===== config.mk =====
export PLATFORM = sky130hd
export DESIGN_NAME = z80_alu_with_flags
export DESIGN_NICKNAME = d
export VERILOG_FILES = /design/src/hw/rtl/z80af_pkg.sv /design/src/hw/rtl/z80_alu_with_flags.sv
export VERILOG_INCLUDE_DIRS = /design/src /design/src/hw/rtl
export SDC_FILE = /design/constraint.sdc
export NUM_CORES = 1
export LEC_CHECK = 0
export BUFFER_PORTS_ARGS = -buffer_cell sky130_fd_sc_hd__buf_2
export CAP_MARGIN = 10
export CORE_AREA = 5 5 140 142
export DETAILED_ROUTE_END_ITERATION = 10
export DIE_AREA = 0 0 145 147
export PLACE_DENSITY = 0.54
export SLEW_MARGIN = 20
export SYNTH_ARGS = -nofsm -noshare
export SYNTH_HDL_FRONTEND = slang
export SYNTH_SLANG_ARGS = --single-unit

===== constraint.sdc =====
create_clock -name clk_i -period 14.8 [get_ports clk_i]
set_input_delay 2.22 -clock clk_i [delete_from_list [all_inputs] [get_ports clk_i]]
set_output_delay 2.22 -clock clk_i [all_outputs]
set_load 0.005 [all_outputs]

===== src/hw/rtl/z80_alu_with_flags_macros.svh =====
// Assertion macros shared by the RTL of the Z80 ALU block.
`ifndef Z80_ALU_WITH_FLAGS_MACROS_SVH
`define Z80_ALU_WITH_FLAGS_MACROS_SVH

// Checked on every rising edge of clk_i once reset has been released.
`define Z80AF_ASSERT(lbl, prop, msg) \
  lbl: assert property (@(posedge clk_i) disable iff (!rst_ni) prop) else $error(msg);

// Checked on every rising edge of clk_i, reset included.
`define Z80AF_ASSERT_ALWAYS(lbl, prop, msg) \
  lbl: assert property (@(posedge clk_i) prop) else $error(msg);

`endif


===== src/hw/rtl/z80af_pkg.sv =====
// Package for the Z80 ALU block: field widths, operation codes and flag constants.
`default_nettype none

package z80af_pkg;

  localparam int unsigned OP_W   = 5;
  localparam int unsigned WORD_W = 16;
  localparam int unsigned FLAG_W = 8;

  typedef enum logic [OP_W-1:0] {
    OP_ADD   = 5'd0,
    OP_ADC   = 5'd1,
    OP_SUB   = 5'd2,
    OP_SBC   = 5'd3,
    OP_AND   = 5'd4,
    OP_XOR   = 5'd5,
    OP_OR    = 5'd6,
    OP_CP    = 5'd7,
    OP_INC   = 5'd8,
    OP_DEC   = 5'd9,
    OP_RLCA  = 5'd10,
    OP_RRCA  = 5'd11,
    OP_RLA   = 5'd12,
    OP_RRA   = 5'd13,
    OP_DAA   = 5'd14,
    OP_CPL   = 5'd15,
    OP_SCF   = 5'd16,
    OP_CCF   = 5'd17,
    OP_ADD16 = 5'd18
  } alu_op_e;

  // Flag byte bit positions: S Z 5 H 3 P/V N C.
  localparam int unsigned FLAG_S  = 7;
  localparam int unsigned FLAG_Z  = 6;
  localparam int unsigned FLAG_Y  = 5;
  localparam int unsigned FLAG_H  = 4;
  localparam int unsigned FLAG_X  = 3;
  localparam int unsigned FLAG_PV = 2;
  localparam int unsigned FLAG_N  = 1;
  localparam int unsigned FLAG_C  = 0;

  // Masks of flags that pass through unchanged (KEEP_*), of bits 5 and 3, and of H and N to set.
  localparam logic [FLAG_W-1:0] KEEP_SZPV   = 8'hc4;
  localparam logic [FLAG_W-1:0] KEEP_SZPVC  = 8'hc5;
  localparam logic [FLAG_W-1:0] MASK_53     = 8'h28;
  localparam logic [FLAG_W-1:0] SET_HN      = 8'h12;

  localparam logic [7:0] DAA_LIMIT = 8'h99;
  localparam logic [7:0] DAA_LO    = 8'h06;
  localparam logic [7:0] DAA_HI    = 8'h60;

endpackage

`default_nettype wire


===== src/hw/rtl/z80_alu_with_flags.sv =====
// Top level of the Z80 ALU block: input register, flag logic and result register.
//
//   Channel  Direction  Handshake                   Payload
//   request  in         in_valid_i / in_stall_o     req_type_i, operand_a_i, operand_b_i,
//                                                   flags_in_i
//   result   out        out_valid_o / out_stall_i   result_value_o, flags_out_o
//
// Each word passes through two registers: it is captured in the input register,
// the whole ALU and flag computation is done combinationally between the two
// registers, and the result register presents it. A new word can be taken in every
// cycle while the output is not stalled, so the throughput is one word per cycle.
// The reset is asynchronous and active low; it clears only the valid bits.
// A stalled result is held while the input register keeps its word, and the
// request side is stalled only when both registers are full.
`default_nettype none
`include "z80_alu_with_flags_macros.svh"

module z80_alu_with_flags (
  input  logic                               clk_i,
  input  logic                               rst_ni,
  input  logic                               in_valid_i,
  output logic                               in_stall_o,
  input  logic [z80af_pkg::OP_W-1:0]         req_type_i,
  input  logic [z80af_pkg::WORD_W-1:0]       operand_a_i,
  input  logic [z80af_pkg::WORD_W-1:0]       operand_b_i,
  input  logic [z80af_pkg::FLAG_W-1:0]       flags_in_i,
  output logic                               out_valid_o,
  input  logic                               out_stall_i,
  output logic [z80af_pkg::WORD_W-1:0]       result_value_o,
  output logic [z80af_pkg::FLAG_W-1:0]       flags_out_o
);

  import z80af_pkg::*;

  // Input register.
  logic                s1_valid_q;
  logic [OP_W-1:0]     s1_op_q;
  logic [WORD_W-1:0]   s1_a_q;
  logic [WORD_W-1:0]   s1_b_q;
  logic [FLAG_W-1:0]   s1_f_q;

  // Result register.
  logic                out_valid_q;
  logic [WORD_W-1:0]   result_value_q;
  logic [FLAG_W-1:0]   flags_out_q;
  logic [WORD_W-1:0]   result_value_d;
  logic [FLAG_W-1:0]   flags_out_d;

  logic s2_ready;
  logic s1_ready;
  logic in_accept;
  logic s2_load;

  // The result register can take a word when empty or when its word leaves now.
  assign s2_ready  = !out_valid_q || !out_stall_i;
  assign s1_ready  = !s1_valid_q || s2_ready;
  assign in_accept = in_valid_i && s1_ready;
  assign s2_load   = s1_valid_q && s2_ready;

  assign in_stall_o     = !s1_ready;
  assign out_valid_o    = out_valid_q;
  assign result_value_o = result_value_q;
  assign flags_out_o    = flags_out_q;

  always_ff @(posedge clk_i or negedge rst_ni) begin
    if (!rst_ni) begin
      s1_valid_q  <= 1'b0;
      out_valid_q <= 1'b0;
    end else begin
      if (in_accept) begin
        s1_valid_q <= 1'b1;
      end else if (s2_ready) begin
        s1_valid_q <= 1'b0;
      end
      if (s2_ready) begin
        out_valid_q <= s1_valid_q;
      end
    end
  end

  always_ff @(posedge clk_i) begin
    if (in_accept) begin
      s1_op_q <= req_type_i;
      s1_a_q  <= operand_a_i;
      s1_b_q  <= operand_b_i;
      s1_f_q  <= flags_in_i;
    end
    if (s2_load) begin
      result_value_q <= result_value_d;
      flags_out_q    <= flags_out_d;
    end
  end

  // Shared 8-bit adder/subtractor, used by the arithmetic group, CP and DAA.
  logic [7:0] acc;
  logic [7:0] opnd;
  logic       cin;
  logic [7:0] ar_b;
  logic       ar_c;
  logic       ar_sub;
  logic [8:0] add_sum;
  logic [4:0] add_half;
  logic [8:0] sub_bc;
  logic [8:0] sub_diff;
  logic [7:0] ar_r;
  logic       ar_h;
  logic       ar_v;
  logic       ar_cy;

  assign acc  = s1_a_q[7:0];
  assign opnd = s1_b_q[7:0];
  assign cin  = s1_f_q[FLAG_C];

  // DAA correction: low nibble above nine or half carry, and value above 0x99 or carry.
  logic       daa_big;
  logic [7:0] daa_adj;

  assign daa_big = (acc > DAA_LIMIT);
  assign daa_adj = ((s1_f_q[FLAG_H] || (acc[3:0] > 4'd9)) ? DAA_LO : 8'h00)
                 | ((cin || daa_big) ? DAA_HI : 8'h00);

  always_comb begin
    ar_b   = opnd;
    ar_c   = 1'b0;
    ar_sub = 1'b0;
    case (s1_op_q)
      OP_ADC: begin
        ar_c = cin;
      end
      OP_SUB, OP_CP: begin
        ar_sub = 1'b1;
      end
      OP_SBC: begin
        ar_sub = 1'b1;
        ar_c   = cin;
      end
      OP_DAA: begin
        ar_b   = daa_adj;
        ar_sub = s1_f_q[FLAG_N];
      end
      default: begin
        ar_b = opnd;
      end
    endcase
  end

  assign add_sum  = {1'b0, acc} + {1'b0, ar_b} + {8'h00, ar_c};
  assign add_half = {1'b0, acc[3:0]} + {1'b0, ar_b[3:0]} + {4'h0, ar_c};
  assign sub_bc   = {1'b0, ar_b} + {8'h00, ar_c};
  assign sub_diff = {1'b0, acc} - sub_bc;

  always_comb begin
    if (ar_sub) begin
      ar_r  = sub_diff[7:0];
      ar_h  = acc[4] ^ ar_b[4] ^ sub_diff[4];
      ar_v  = (acc[7] ^ ar_b[7]) & (acc[7] ^ sub_diff[7]);
      ar_cy = ({1'b0, acc} < sub_bc);
    end else begin
      ar_r  = add_sum[7:0];
      ar_h  = add_half[4];
      ar_v  = ~(acc[7] ^ ar_b[7]) & (acc[7] ^ add_sum[7]);
      ar_cy = add_sum[8];
    end
  end

  // 16-bit add.
  logic [16:0] add16_sum;
  logic [12:0] add16_half;

  assign add16_sum  = {1'b0, s1_a_q} + {1'b0, s1_b_q};
  assign add16_half = {1'b0, s1_a_q[11:0]} + {1'b0, s1_b_q[11:0]};

  // Result selection and flag assembly.
  always_comb begin
    logic [7:0] r8;
    r8             = acc;
    result_value_d = s1_a_q;
    flags_out_d    = s1_f_q;
    case (s1_op_q)
      OP_ADD, OP_ADC, OP_SUB, OP_SBC: begin
        r8          = ar_r;
        flags_out_d = {r8[7], (r8 == 8'h00), r8[5], ar_h, r8[3], ar_v, ar_sub, ar_cy};
      end
      OP_CP: begin
        // The undocumented bits follow the operand, not the difference.
        r8          = acc;
        flags_out_d = {ar_r[7], (ar_r == 8'h00), opnd[5], ar_h, opnd[3], ar_v, 1'b1, ar_cy};
      end
      OP_AND: begin
        r8          = acc & opnd;
        flags_out_d = {r8[7], (r8 == 8'h00), r8[5], 1'b1, r8[3], ~^r8, 1'b0, 1'b0};
      end
      OP_XOR: begin
        r8          = acc ^ opnd;
        flags_out_d = {r8[7], (r8 == 8'h00), r8[5], 1'b0, r8[3], ~^r8, 1'b0, 1'b0};
      end
      OP_OR: begin
        r8          = acc | opnd;
        flags_out_d = {r8[7], (r8 == 8'h00), r8[5], 1'b0, r8[3], ~^r8, 1'b0, 1'b0};
      end
      OP_INC: begin
        r8          = acc + 8'h01;
        flags_out_d = {r8[7], (r8 == 8'h00), r8[5], (acc[3:0] == 4'hf), r8[3],
                       (r8 == 8'h80), 1'b0, cin};
      end
      OP_DEC: begin
        r8          = acc - 8'h01;
        flags_out_d = {r8[7], (r8 == 8'h00), r8[5], (acc[3:0] == 4'h0), r8[3],
                       (r8 == 8'h7f), 1'b1, cin};
      end
      OP_RLCA: begin
        r8          = {acc[6:0], acc[7]};
        flags_out_d = (s1_f_q & KEEP_SZPV) | (r8 & MASK_53) | {7'h00, acc[7]};
      end
      OP_RRCA: begin
        r8          = {acc[0], acc[7:1]};
        flags_out_d = (s1_f_q & KEEP_SZPV) | (r8 & MASK_53) | {7'h00, acc[0]};
      end
      OP_RLA: begin
        r8          = {acc[6:0], cin};
        flags_out_d = (s1_f_q & KEEP_SZPV) | (r8 & MASK_53) | {7'h00, acc[7]};
      end
      OP_RRA: begin
        r8          = {cin, acc[7:1]};
        flags_out_d = (s1_f_q & KEEP_SZPV) | (r8 & MASK_53) | {7'h00, acc[0]};
      end
      OP_DAA: begin
        // Parity replaces overflow, and carry sticks once the value is out of range.
        r8          = ar_r;
        flags_out_d = {r8[7], (r8 == 8'h00), r8[5], ar_h, r8[3], ~^r8, ar_sub,
                       (cin | daa_big)};
      end
      OP_CPL: begin
        r8          = ~acc;
        flags_out_d = (s1_f_q & KEEP_SZPVC) | SET_HN | (r8 & MASK_53);
      end
      OP_SCF: begin
        r8          = acc;
        flags_out_d = (s1_f_q & KEEP_SZPV) | (acc & MASK_53) | 8'h01;
      end
      OP_CCF: begin
        // The old carry moves to half carry and the carry is inverted.
        r8          = acc;
        flags_out_d = (s1_f_q & KEEP_SZPV) | (acc & MASK_53)
                    | {3'b000, cin, 3'b000, ~cin};
      end
      default: begin
        r8 = acc;
      end
    endcase

    if (s1_op_q == OP_ADD16) begin
      result_value_d = add16_sum[15:0];
      flags_out_d    = (s1_f_q & KEEP_SZPV) | (add16_sum[15:8] & MASK_53)
                     | {3'b000, add16_half[12], 3'b000, add16_sum[16]};
    end else if (s1_op_q <= OP_CCF) begin
      result_value_d = {8'h00, r8};
    end
  end

  // Checks on the pipeline control and the result formatting.
  `Z80AF_ASSERT_ALWAYS(a_reset_empty, !rst_ni |=> !out_valid_q, "result valid during reset")
  `Z80AF_ASSERT(a_stall_only_full, in_stall_o |-> (s1_valid_q && out_valid_q),
                "request stalled while a register is free")
  `Z80AF_ASSERT(a_advance, s2_load |=> out_valid_q, "word lost between the two registers")
  `Z80AF_ASSERT(a_byte_ops_high_zero, (s2_load && (s1_op_q <= OP_CCF)) |=>
                (result_value_q[15:8] == 8'h00), "byte result with a non-zero high byte")
  `Z80AF_ASSERT(a_unused_op_passthrough, (s2_load && (s1_op_q > OP_ADD16)) |=>
                ((result_value_q == $past(s1_a_q)) && (flags_out_q == $past(s1_f_q))),
                "unused operation code altered the word")

endmodule

`default_nettype wire

Yosys cells after proc, flatten, opt, wreduce, memory -nomap -nowiden --
Cells that the tools add are included.
Storage, ports and cells: bits in registers 71, output and inout bits 26, word-level logic and storage cells 112
Operators by class: add/sub/neg operators 10, magnitude comparators 4, equal/unequal tests 21, muxes and demuxes 16, bitwise logic cells 24, reduce and logical (&&, ||, !) cells 29
Operators with widths (count):
- 8-bit case mux with 13 select lines | 1
- 8-bit case mux with 11 select lines | 1
- 8-bit logical NOT | 6
- 5-bit by 4-bit == test with 1-bit output (second input constant) | 8
- 8-bit by 6-bit bitwise OR with 8-bit output | 5
- 16-bit 2-to-1 mux | 2
- 8-bit XNOR reduction | 4
- 8-bit 2-to-1 mux | 3
- 5-bit by 3-bit == test with 1-bit output (second input constant) | 4
- 16-bit by 16-bit adder with 17-bit output | 1
- 8-bit by 1-bit bitwise OR with 8-bit output | 2
- 8-bit by 5-bit bitwise OR with 8-bit output | 2
- 5-bit == test (second input constant) | 3
- 12-bit by 12-bit adder with 13-bit output | 1
- 5-bit by 2-bit == test with 1-bit output (second input constant) | 2
- 8-bit by 1-bit adder with 9-bit output | 1
- 8-bit by 8-bit adder with 9-bit output | 1
- 9-bit by 1-bit adder with 9-bit output | 1
- 8-bit by 9-bit less-than comparator with 1-bit output | 1
- 8-bit by 1-bit adder with 8-bit output (second input constant) | 1
- 8-bit bitwise AND | 1
- 8-bit by 7-bit == test with 1-bit output (second input constant) | 1
- 8-bit == test (second input constant) | 1
- 8-bit greater-than comparator (second input constant) | 1
- other kinds (30) | 50

Logic depth before layout (Yosys ltp) --
Gate-level depths: netlist of run 1.
depth after elaboration 12, gate-level depth with buffers 25

Worst setup path after synthesis of run 1 --
Ideal clock, no wire load.
path kind register to register, start register s1_a_q[1], end register flags_out_q[2] (netlist: flags_out_o[2]), data pin, data arrival time 4623 ps, required time 14648 ps, setup slack 10026 ps, stages on the path, launching flop included 25, period minus slack after synthesis 4774 ps, cells stage by stage edfxtp_1 -> clkbuf_1 -> inv_1 -> ha_1 -> or2_1 -> a21oi_1 -> nor3_1 -> a21oi_2 -> ha_1 -> nand3_1 -> xnor2_1 -> nand2_1 -> ha_1 -> and3_1 -> a21oi_1 -> nand2_1 -> nor2_1 -> xnor2_1 -> o21ai_0 -> ha_1 -> xor2_1 -> xnor2_1 -> and2_1 -> or4_1 -> a31oi_1
On the way: longest elaborated chain between the ends 12, elaborated cells on any way between the ends 31
Ends and longest elaborated chain:
- start: declaration | line z80_alu_with_flags.sv:38 | logic [WORD_W-1:0] s1_a_q;
- start signal: assignment | line z80_alu_with_flags.sv:84 | s1_a_q <= operand_a_i;
- 8-bit greater-than comparator / 4-bit greater-than comparator (equally long branches) | line z80_alu_with_flags.sv:118, z80_alu_with_flags.sv:119
- 1-bit logical OR, on equally long branches | line z80_alu_with_flags.sv:120, z80_alu_with_flags.sv:119
- 7-bit 2-to-1 mux / 3-bit 2-to-1 mux (equally long branches) | line z80_alu_with_flags.sv:120, z80_alu_with_flags.sv:119
- 3-bit by 7-bit bitwise OR with 7-bit output | line z80_alu_with_flags.sv:120 | | ((cin || daa_big) ? DAA_HI : 8'h00);
- 8-bit 2-to-1 mux | line z80_alu_with_flags.sv:126 | case (s1_op_q)
- 8-bit by 8-bit adder with 9-bit output / 8-bit by 1-bit adder with 9-bit output (equally long branches) | line z80_alu_with_flags.sv:147, z80_alu_with_flags.sv:149
- 9-bit by 1-bit adder with 9-bit output / 8-bit subtractor (equally long branches) | line z80_alu_with_flags.sv:147, z80_alu_with_flags.sv:150
- 1-bit bitwise XOR, on equally long branches | line z80_alu_with_flags.sv:161, z80_alu_with_flags.sv:156
- 1-bit bitwise AND, on equally long branches | line z80_alu_with_flags.sv:161, z80_alu_with_flags.sv:156
- 1-bit 2-to-1 mux | line z80_alu_with_flags.sv:153 | if (ar_sub) begin
- 8-bit case mux with 13 select lines * | line z80_alu_with_flags.sv:179 | case (s1_op_q)
- 8-bit 2-to-1 mux * | line z80_alu_with_flags.sv:252 | if (s1_op_q == OP_ADD16) begin
- via flags_out_d[2] | line z80_alu_with_flags.sv:47 | logic [FLAG_W-1:0] flags_out_d;
- end signal: assignment | line z80_alu_with_flags.sv:90 | flags_out_q <= flags_out_d;
- end: declaration | line z80_alu_with_flags.sv:45 | logic [FLAG_W-1:0] flags_out_q;
The timed path passes the listed nets; every way through them passes the cells marked *. A chain may end at the register's enable or synchronous reset.

Worst setup path after layout of run 1 --
start register s1_op_q[1], end register flags_out_q[2] (netlist: flags_out_o[2]), data pin
On the way: longest elaborated chain between the ends 10, elaborated cells on any way between the ends 42
Ends and longest elaborated chain:
- start: declaration | line z80_alu_with_flags.sv:37 | logic [OP_W-1:0] s1_op_q;
- start signal: assignment | line z80_alu_with_flags.sv:83 | s1_op_q <= req_type_i;
- 5-bit by 1-bit == test with 1-bit output / 5-bit by 2-bit == test with 1-bit output (equally long branches) | line z80_alu_with_flags.sv:126, z80_alu_with_flags.sv:179
- 2-bit OR reduction (no line)
- 1-bit 2-to-1 mux | line z80_alu_with_flags.sv:126
- 8-bit by 1-bit adder with 9-bit output | line z80_alu_with_flags.sv:149 | assign sub_bc = {1'b0, ar_b} + {8'h00, ar_c};
- 8-bit subtractor | line z80_alu_with_flags.sv:150 | assign sub_diff = {1'b0, acc} - sub_bc;
- 1-bit bitwise XOR | line z80_alu_with_flags.sv:156 | ar_v = (acc[7] ^ ar_b[7]) & (acc[7] ^ sub_diff[7]);
- 1-bit bitwise AND | line z80_alu_with_flags.sv:156
- 1-bit 2-to-1 mux | line z80_alu_with_flags.sv:153
- 8-bit case mux with 13 select lines | line z80_alu_with_flags.sv:179
- 8-bit 2-to-1 mux * | line z80_alu_with_flags.sv:252
- via flags_out_d[2] | line z80_alu_with_flags.sv:47
Marked as above.

==> results of run 1 <==
## flip-flops by register name, indices dropped and copies added (netlist names)
signal,cells
result_value_o,16
s1_f_q,8
s1_b_q,16
flags_out_o,8
s1_valid_q,1
out_valid_o,1
s1_op_q,5
s1_a_q,16
## stage by stage
step	area (sq um)	instances	power, mW
after floorplan	6200	675	0.401
after global placement	6770	957	0.467
after detailed placement	6770	957	0.470
after CTS	7040	973	0.679
after global routing	7040	973	0.710
final	7040	973	0.674
## cells in the final DEF (no fill, tap or decap), types with 4 or more instances in the layout
cell and count:
sky130_fd_sc_hd__a211oi_1 5, sky130_fd_sc_hd__and3_1 7, sky130_fd_sc_hd__a31oi_1 10, sky130_fd_sc_hd__o22ai_1 14, sky130_fd_sc_hd__a21oi_1 33, sky130_fd_sc_hd__nand3_1 17, sky130_fd_sc_hd__a21o_1 7, sky130_fd_sc_hd__o31ai_1 5
sky130_fd_sc_hd__nor2b_1 10, sky130_fd_sc_hd__or2_1 5, sky130_fd_sc_hd__xnor2_1 38, sky130_fd_sc_hd__o211ai_1 10, sky130_fd_sc_hd__buf_4 6, sky130_fd_sc_hd__nand4_1 6, sky130_fd_sc_hd__nand2_1 53, sky130_fd_sc_hd__clkbuf_16 9
sky130_fd_sc_hd__fa_1 4, sky130_fd_sc_hd__buf_2 74, sky130_fd_sc_hd__inv_1 45, sky130_fd_sc_hd__nor2_1 50, sky130_fd_sc_hd__o21ai_1 10, sky130_fd_sc_hd__ha_1 64, sky130_fd_sc_hd__mux2i_1 18, sky130_fd_sc_hd__nand2b_1 11
sky130_fd_sc_hd__o21ai_0 34, sky130_fd_sc_hd__edfxtp_1 69, sky130_fd_sc_hd__o221ai_1 8, sky130_fd_sc_hd__nor3_1 18, sky130_fd_sc_hd__a221oi_1 5, sky130_fd_sc_hd__xor2_1 5, sky130_fd_sc_hd__o21a_1 8
## area by class of cell
type | count | area share
multi-input combinational | 525 | 0.534
timing repair buffer | 80 | 0.0590
sequential | 71 | 0.301
inverter | 47 | 0.0251
clock inverter | 7 | 0.00657
clock buffer | 9 | 0.0320
tap | 234 | 0.0416
## logic make-up (layout without fill, tap and decap cells)
family	after synthesis	count (layout)	synth area share
XOR/XNOR	43	43	0.0607
flip-flops	71	71	0.342
AND/OR/NAND/NOR	207	207	0.170
AO/OA/AOI/OAI	188	188	0.203
multiplexers	19	19	0.0309
buffers and inverters	79	143	0.0517
adder cells (fa/ha/maj)	68	68	0.142
## report_power, final
part	internal (mW)	total, mW	leakage (nW)	switching, mW
Combinational	0.0854	0.215	2.06	0.129
Sequential	0.241	0.256	0.687	0.0150
Clock	0.113	0.204	0.130	0.0904
## routing by layer
| metal | vias up | track usage | part of all wire |
|---|---|---|---|
| met5 | - | 0 | 0 |
| met4 | 0 | 0.0739 | 0.033 |
| met3 | 43 | 0.0432 | 0.076 |
| met2 | 274 | 0.303 | 0.46 |
| met1 | 2728 | 0.253 | 0.43 |
| li1 | 2613 | - | - |
## worst max-delay path, stage by stage, from the launching register on
cell and delay (ns):
sky130_fd_sc_hd__edfxtp_1 1.01, sky130_fd_sc_hd__nand2b_1 0.47, sky130_fd_sc_hd__or3_1 0.61, sky130_fd_sc_hd__nor3_1 0.36, sky130_fd_sc_hd__a21oi_2 0.11, sky130_fd_sc_hd__ha_1 0.26
sky130_fd_sc_hd__nand3_1 0.10, sky130_fd_sc_hd__xnor2_1 0.12, sky130_fd_sc_hd__nand2_1 0.07, sky130_fd_sc_hd__ha_1 0.35, sky130_fd_sc_hd__and3_1 0.17, sky130_fd_sc_hd__a21oi_1 0.17
sky130_fd_sc_hd__nand2_1 0.07, sky130_fd_sc_hd__nor2_1 0.12, sky130_fd_sc_hd__xnor2_1 0.08, sky130_fd_sc_hd__o21ai_0 0.29, sky130_fd_sc_hd__ha_1 0.32, sky130_fd_sc_hd__xor2_1 0.16
sky130_fd_sc_hd__xnor2_1 0.21, sky130_fd_sc_hd__nor2_1 0.08, sky130_fd_sc_hd__or4_1 0.48, sky130_fd_sc_hd__a31oi_1 0.18
## worst max-delay path by stage
stage / endpoint / slack (ns)
after floorplan: flags_out_o[2]$_DFFE_PP_ / 10.03
after global placement: flags_out_o[2]$_DFFE_PP_ / 9.40
after detailed placement: flags_out_o[2]$_DFFE_PP_ / 9.10
after CTS: flags_out_o[2]$_DFFE_PP_ / 9.05
after global routing: flags_out_o[2]$_DFFE_PP_ / 8.59
final: flags_out_o[2]$_DFFE_PP_ / 8.85
==> flow_metrics.py, run 1 <==
metrics = {
    "min_path": {
        "source_of_the_worst_hold_timing_path": "s1_valid_q$_DFFE_PN0P_",
        "worstHoldPathCells": 1,
        "hold_class": "register to register",
        "holdPathEnd": "out_valid_o$_DFFE_PN0N_",
    },
    "route": {
        "firstDrtPassIters": 5,
        "wire_per_inst_um": 21.7,
        "final_antenna_net_count": 0,
        "postRouteWirelength_um": 21100,
        "drt-vias-per-instance": 5.82,
        "drc": 0,
        "drt_initial_violations": 690,
        "dr_total_vias": 5658,
    },
    "synth": {
        "synth_fp_nets": 792,
        "async_flop_share": 0.0282,
        "avg_synthesized_cell_area_sq_um": 9.18,
        "synth_top_cells_by_count": "sky130_fd_sc_hd__edfxtp_1, sky130_fd_sc_hd__ha_1, sky130_fd_sc_hd__nand2_1",
        "yosys_most_used_dff": "sky130_fd_sc_hd__edfxtp_1",
        "post_synth_instance_area_sq_um": 6200,
        "cell_types_occupying_the_most_area_after_synthesis": "sky130_fd_sc_hd__edfxtp_1, sky130_fd_sc_hd__ha_1, sky130_fd_sc_hd__xnor2_1, sky130_fd_sc_hd__nand2_1, sky130_fd_sc_hd__nor2_1",
        "synth_warnings": 0,
        "syn-instance-count": 675,
        "synth_enable_flop_cells": 69,
        "synth_top_area_cell": "sky130_fd_sc_hd__edfxtp_1",
        "synth.yosys.seq_area_share": 0.342,
        "yosysMostFrequentCell": "sky130_fd_sc_hd__edfxtp_1",
        "synth.ff_latch_count": 71,
        "synth.distinct_cells": 72,
        "fraction_of_synthesized_cell_area_taken_by_the_top_area_cell_type": 0.334,
    },
    "die": {
        "dieHeight_um": 147,
        "core_region_area_sq_um": 18300,
        "die_width_um": 145,
        "die_area_sq_um": 21300,
        "boundaryPins": 75,
        "initial_utilization": 0.338,
        "floorplan.rows": 50,
    },
    "clock_tree": {
        "cts_max_path_buffers": 2,
        "tritoncts": "yes",
        "cts-resized-gates": 0,
        "worst_setup_hold_path_clk_slew_ns": 0.06,
        "clock_sink_count": 71,
        "holdBufCountCts": 0,
        "postCtsSetupRepairBufs": 0,
        "clock_insertion_delay_worst_skew_ns": 0.34,
        "clockRootBuffer": "sky130_fd_sc_hd__clkbuf_16",
        "htree_num_levels": 3,
        "num_cts_buffers": 9,
    },
    "placement": {
        "port_buffers": 74,
        "gp_congestion": 0.975,
        "dp_slack_ns": 9.10,
        "place.detailed.hpwl_um": 16000,
    },
    "timing": {
        "timing.clock.skew_ns": 0.00657,
        "timing.slew.headroom": 0.306,
        "timing_max_transition_violations_final": 0,
        "grt_setup_unrepaired": "no",
        "post-route-min-period_ns": 5.95,
        "post-route-period-util": 0.402,
        "achievable-frequency_mhz": 168,
        "layout_setup_ws_ns": 8.85,
        "hold_fails_final_rpt": 0,
        "final.hold.worst_slack_ns": 0.494,
        "tightest_slew_ns": 1.04,
        "tns_ns": 0,
        "setup_violations": 0,
    },
    "global_route": {
        "grt_max_degree": 46,
        "global_route_wire_length_before_repair_um": 31800,
        "antenna_found_initial": 0,
        "grt_overflow_total": 0,
        "grt_usage": 0.191,
        "grt_pass1_vias": 5464,
    },
    "setup_path": {
        "critical_setup_path_kind": "register to register",
        "crit-reg2reg-launch": "s1_op_q[1]$_DFFE_PP_",
        "worst-r2r-cell-count": 21,
        "timing.critical_path.required_ns": 14.99,
        "regToRegSetupSlack_ns": 8.85,
        "crit-reg2reg-capture": "flags_out_o[2]$_DFFE_PP_",
        "critical_path.endpoint_type": "register",
        "cp_data_arrival_time_ns": 6.14,
        "crit_path_start": "s1_op_q[1]$_DFFE_PP_",
        "critPathLaunchType": "register",
        "critical_path.max_fanout": 30,
    },
    "layout": {
        "finalNetCount": 851,
        "post_route_cells_drive_above_1_share": 0.150,
        "final_core_utilization": 0.384,
        "diodes": 0,
        "final-seq-area_sq_um": 2120,
        "multi_input_area_sq_um": 3760,
        "fillCellCount": 1847,
        "areaGrowthSynthToFinish_pct": 13.6,
    },
    "pwr": {
        "pwr_density_cell_nw_per_um2": 95.8,
        "worst_ir_drop_vdd_mv": 0.0550,
        "leakage_nw": 2.88,
    },
    "outcome": {
        "run_status": "completed",
    },
    "run": {
        "max_cap_violations": 0,
    },
}
Power figures use the tool's default switching activity.
==> run 2: changes to the inputs <==
Clock period 14.8 ns to 5.8 ns, I/O delays scaled along.
==> flow_metrics.py, run 2 (synthesis gave the netlist of run 1 again) <==
metrics = {
    "outcome": {
        "run_status": "completed",
    },
    "timing": {
        "timing.clock.skew_ns": 0.0124,
        "achievable-frequency_mhz": 204,
        "tightest_slew_ns": 1.05,
        "post-route-min-period_ns": 4.89,
        "hold_fails_final_rpt": 0,
        "timing_max_transition_violations_final": 0,
        "post-route-period-util": 0.844,
        "grt_setup_unrepaired": "no",
        "tns_ns": 0,
        "setup_violations": 0,
        "timing.slew.headroom": 0.295,
    },
    "setup_path": {
        "critPathLaunchType": "register",
        "critical_path.endpoint_type": "register",
        "worstPathCellList": "inv_1 > ha_1 > or2_1 > a21oi_1 > nor3_1 > a21oi_2 > ha_1 > nand3_1 > xnor2_1 > nand2_1 > ha_1 > and3_1 > a21oi_1 > nand2_1 > nor2_1 > xnor2_1 > o21ai_0 > ha_1 > xor2_1 > xnor2_1 > nor2_1 > or4_1 > a31oi_1",
        "cp.buffers_inverters": 1,
        "critical_path.max_fanout": 8,
        "cp_slowest_cell": "sky130_fd_sc_hd__or4_1",
        "slowest_delay_ns": 0.47,
        "cp_data_arrival_time_ns": 5.10,
        "timing.critical_path.required_ns": 6.01,
        "crit_top_cell": "sky130_fd_sc_hd__ha_1",
        "critical_setup_path_kind": "register to register",
        "critical-path-top-delay-family": "simple AND/OR/NAND/NOR gates",
    },
    "die": {
        "floorplan.rows": 50,
        "dieHeight_um": 147,
        "die_area_sq_um": 21300,
        "die_width_um": 145,
        "boundaryPins": 75,
        "core_region_area_sq_um": 18300,
        "initial_utilization": 0.338,
    },
    "pwr": {
        "clock_power_share": 0.348,
        "power_switching_share": 0.333,
        "total_switching_power_uw": 614,
        "share_comb_of_total_power": 0.305,
        "worst_ir_drop_vdd_mv": 0.148,
        "register_share_of_total_power": 0.347,
        "pwr_density_cell_nw_per_um2": 257,
        "internal-power_mw": 1.23,
        "leakage_nw": 2.95,
    },
    "placement": {
        "gp_congestion": 0.945,
        "detailed_place.area_sq_um": 6840,
        "port_buffers": 74,
        "place.detailed.hpwl_um": 16500,
    },
    "clock_tree": {
        "cts-resized-gates": 0,
        "worst_setup_hold_path_clk_slew_ns": 0.07,
        "clockRootBuffer": "sky130_fd_sc_hd__clkbuf_16",
        "clock_insertion_delay_worst_skew_ns": 0.36,
        "tritoncts": "yes",
        "cts_max_path_buffers": 2,
        "clock_sink_count": 71,
        "holdBufCountCts": 0,
        "postCtsSetupRepairBufs": 0,
        "num_cts_buffers": 9,
        "htree_num_levels": 3,
    },
    "route": {
        "postRouteWirelength_um": 21500,
        "final_antenna_net_count": 0,
        "drt_initial_violations": 567,
        "drt-vias-per-instance": 5.66,
        "drc": 0,
        "firstDrtPassIters": 6,
        "wire_per_inst_um": 21.9,
        "dr_total_vias": 5554,
    },
    "min_path": {
        "hold_class": "input pin to async pin",
    },
    "run": {
        "max_cap_violations": 0,
    },
    "layout": {
        "mostFrequentLayoutCell": "sky130_fd_sc_hd__buf_2",
        "layout_common_cells": "sky130_fd_sc_hd__buf_2, sky130_fd_sc_hd__edfxtp_1, sky130_fd_sc_hd__ha_1, sky130_fd_sc_hd__nand2_1, sky130_fd_sc_hd__nor2_1",
        "finalNetCount": 860,
        "post_route_cells_drive_above_1_share": 0.162,
        "fillCellCount": 1832,
        "diodes": 0,
        "areaGrowthSynthToFinish_pct": 15.6,
        "final_cell_area_sq_um": 7170,
    },
    "global_route": {
        "grt_overflow_total": 0,
        "antenna_found_initial": 0,
        "grt_max_degree": 46,
        "global_route_wire_length_before_repair_um": 32700,
        "grt_usage": 0.198,
        "grt_pass1_vias": 5435,
    },
}
[run 2: changes by cell type in the layout (fill, tap and decap cells not counted)]
cell / delta
sky130_fd_sc_hd__buf_4: +9
sky130_fd_sc_hd__bufinv_16: +2
sky130_fd_sc_hd__clkbuf_8: +1
sky130_fd_sc_hd__clkinv_1: -1
sky130_fd_sc_hd__clkinv_2: -1
sky130_fd_sc_hd__clkinv_4: +1
sky130_fd_sc_hd__clkinvlp_4: -1
sky130_fd_sc_hd__inv_6: -2
sky130_fd_sc_hd__inv_8: +1
[run 2: worst reg2reg max path, cell delays in order, from the launching register on]
cell                       delay (ns)
sky130_fd_sc_hd__edfxtp_1        0.35
sky130_fd_sc_hd__inv_1           0.15
sky130_fd_sc_hd__ha_1            0.35
sky130_fd_sc_hd__or2_1           0.26
sky130_fd_sc_hd__a21oi_1         0.19
sky130_fd_sc_hd__nor3_1          0.09
sky130_fd_sc_hd__a21oi_2         0.20
sky130_fd_sc_hd__ha_1            0.25
sky130_fd_sc_hd__nand3_1         0.10
sky130_fd_sc_hd__xnor2_1         0.15
sky130_fd_sc_hd__nand2_1         0.08
sky130_fd_sc_hd__ha_1            0.35
sky130_fd_sc_hd__and3_1          0.16
sky130_fd_sc_hd__a21oi_1         0.16
sky130_fd_sc_hd__nand2_1         0.07
sky130_fd_sc_hd__nor2_1          0.12
sky130_fd_sc_hd__xnor2_1         0.09
sky130_fd_sc_hd__o21ai_0         0.24
sky130_fd_sc_hd__ha_1            0.30
sky130_fd_sc_hd__xor2_1          0.19
sky130_fd_sc_hd__xnor2_1         0.17
sky130_fd_sc_hd__nor2_1          0.09
sky130_fd_sc_hd__or4_1           0.47
sky130_fd_sc_hd__a31oi_1         0.17
[run 2: stage by stage]
step                utilization  setup slack (ns)  hold slack [ns]  total power, mW  instances
global placement          0.373              1.14            0.453             1.20        966
detailed placement        0.373             0.988            0.477             1.20        966
floorplan                     -              1.03            0.443             1.02        675
finish                    0.391             0.905            0.287             1.84        982
global route              0.391             0.544            0.281             1.93        982
CTS                       0.391             0.974            0.275             1.85        982
[run 2: routing by layer]
layer,global-route usage,vias up,routed length [um]
li1,-,2647,-
met1,0.271,2675,9520
met2,0.313,195,9970
met3,0.0308,37,1360
met4,0.0819,0,653
met5,0,-,0
[run 2: layout make-up]
cell class	instances	area, sq um	area share
timing repair buffer	89	483	0.0674
tap	234	293	0.0408
multi-input combinational	525	3760	0.525
sequential	71	2120	0.296
clock buffer	10	239	0.0333
inverter	47	176	0.0246
clock inverter	6	92.6	0.0129
[run 2: worst paths after layout]
check	from	endpoint	slack, ns	depth (start not counted)
max in group asynchronous	rst_ni	s1_valid_q$_DFFE_PN0P_	5.42	1
setup / recovery	s1_a_q[0]$_DFFE_PP_	flags_out_o[2]$_DFFE_PP_	0.91	23
min in group clk_i	s1_valid_q$_DFFE_PN0P_	out_valid_o$_DFFE_PN0N_	0.48	1
setup reg to reg	s1_a_q[0]$_DFFE_PP_	flags_out_o[2]$_DFFE_PP_	0.91	23
hold / removal	rst_ni	s1_valid_q$_DFFE_PN0P_	0.29	1
hold reg to reg	s1_valid_q$_DFFE_PN0P_	out_valid_o$_DFFE_PN0N_	0.48	1
[run 2: power by group through the flow]
stage          clock [mW]  combinational, mW  sequential, mW
6_report            0.640              0.562           0.639
5_1_grt             0.677              0.613           0.643
3_5_place_dp            0              0.553           0.650
4_1_cts             0.656              0.556           0.640
2_1_floorplan           0              0.378           0.645
3_3_place_gp            0              0.545           0.650
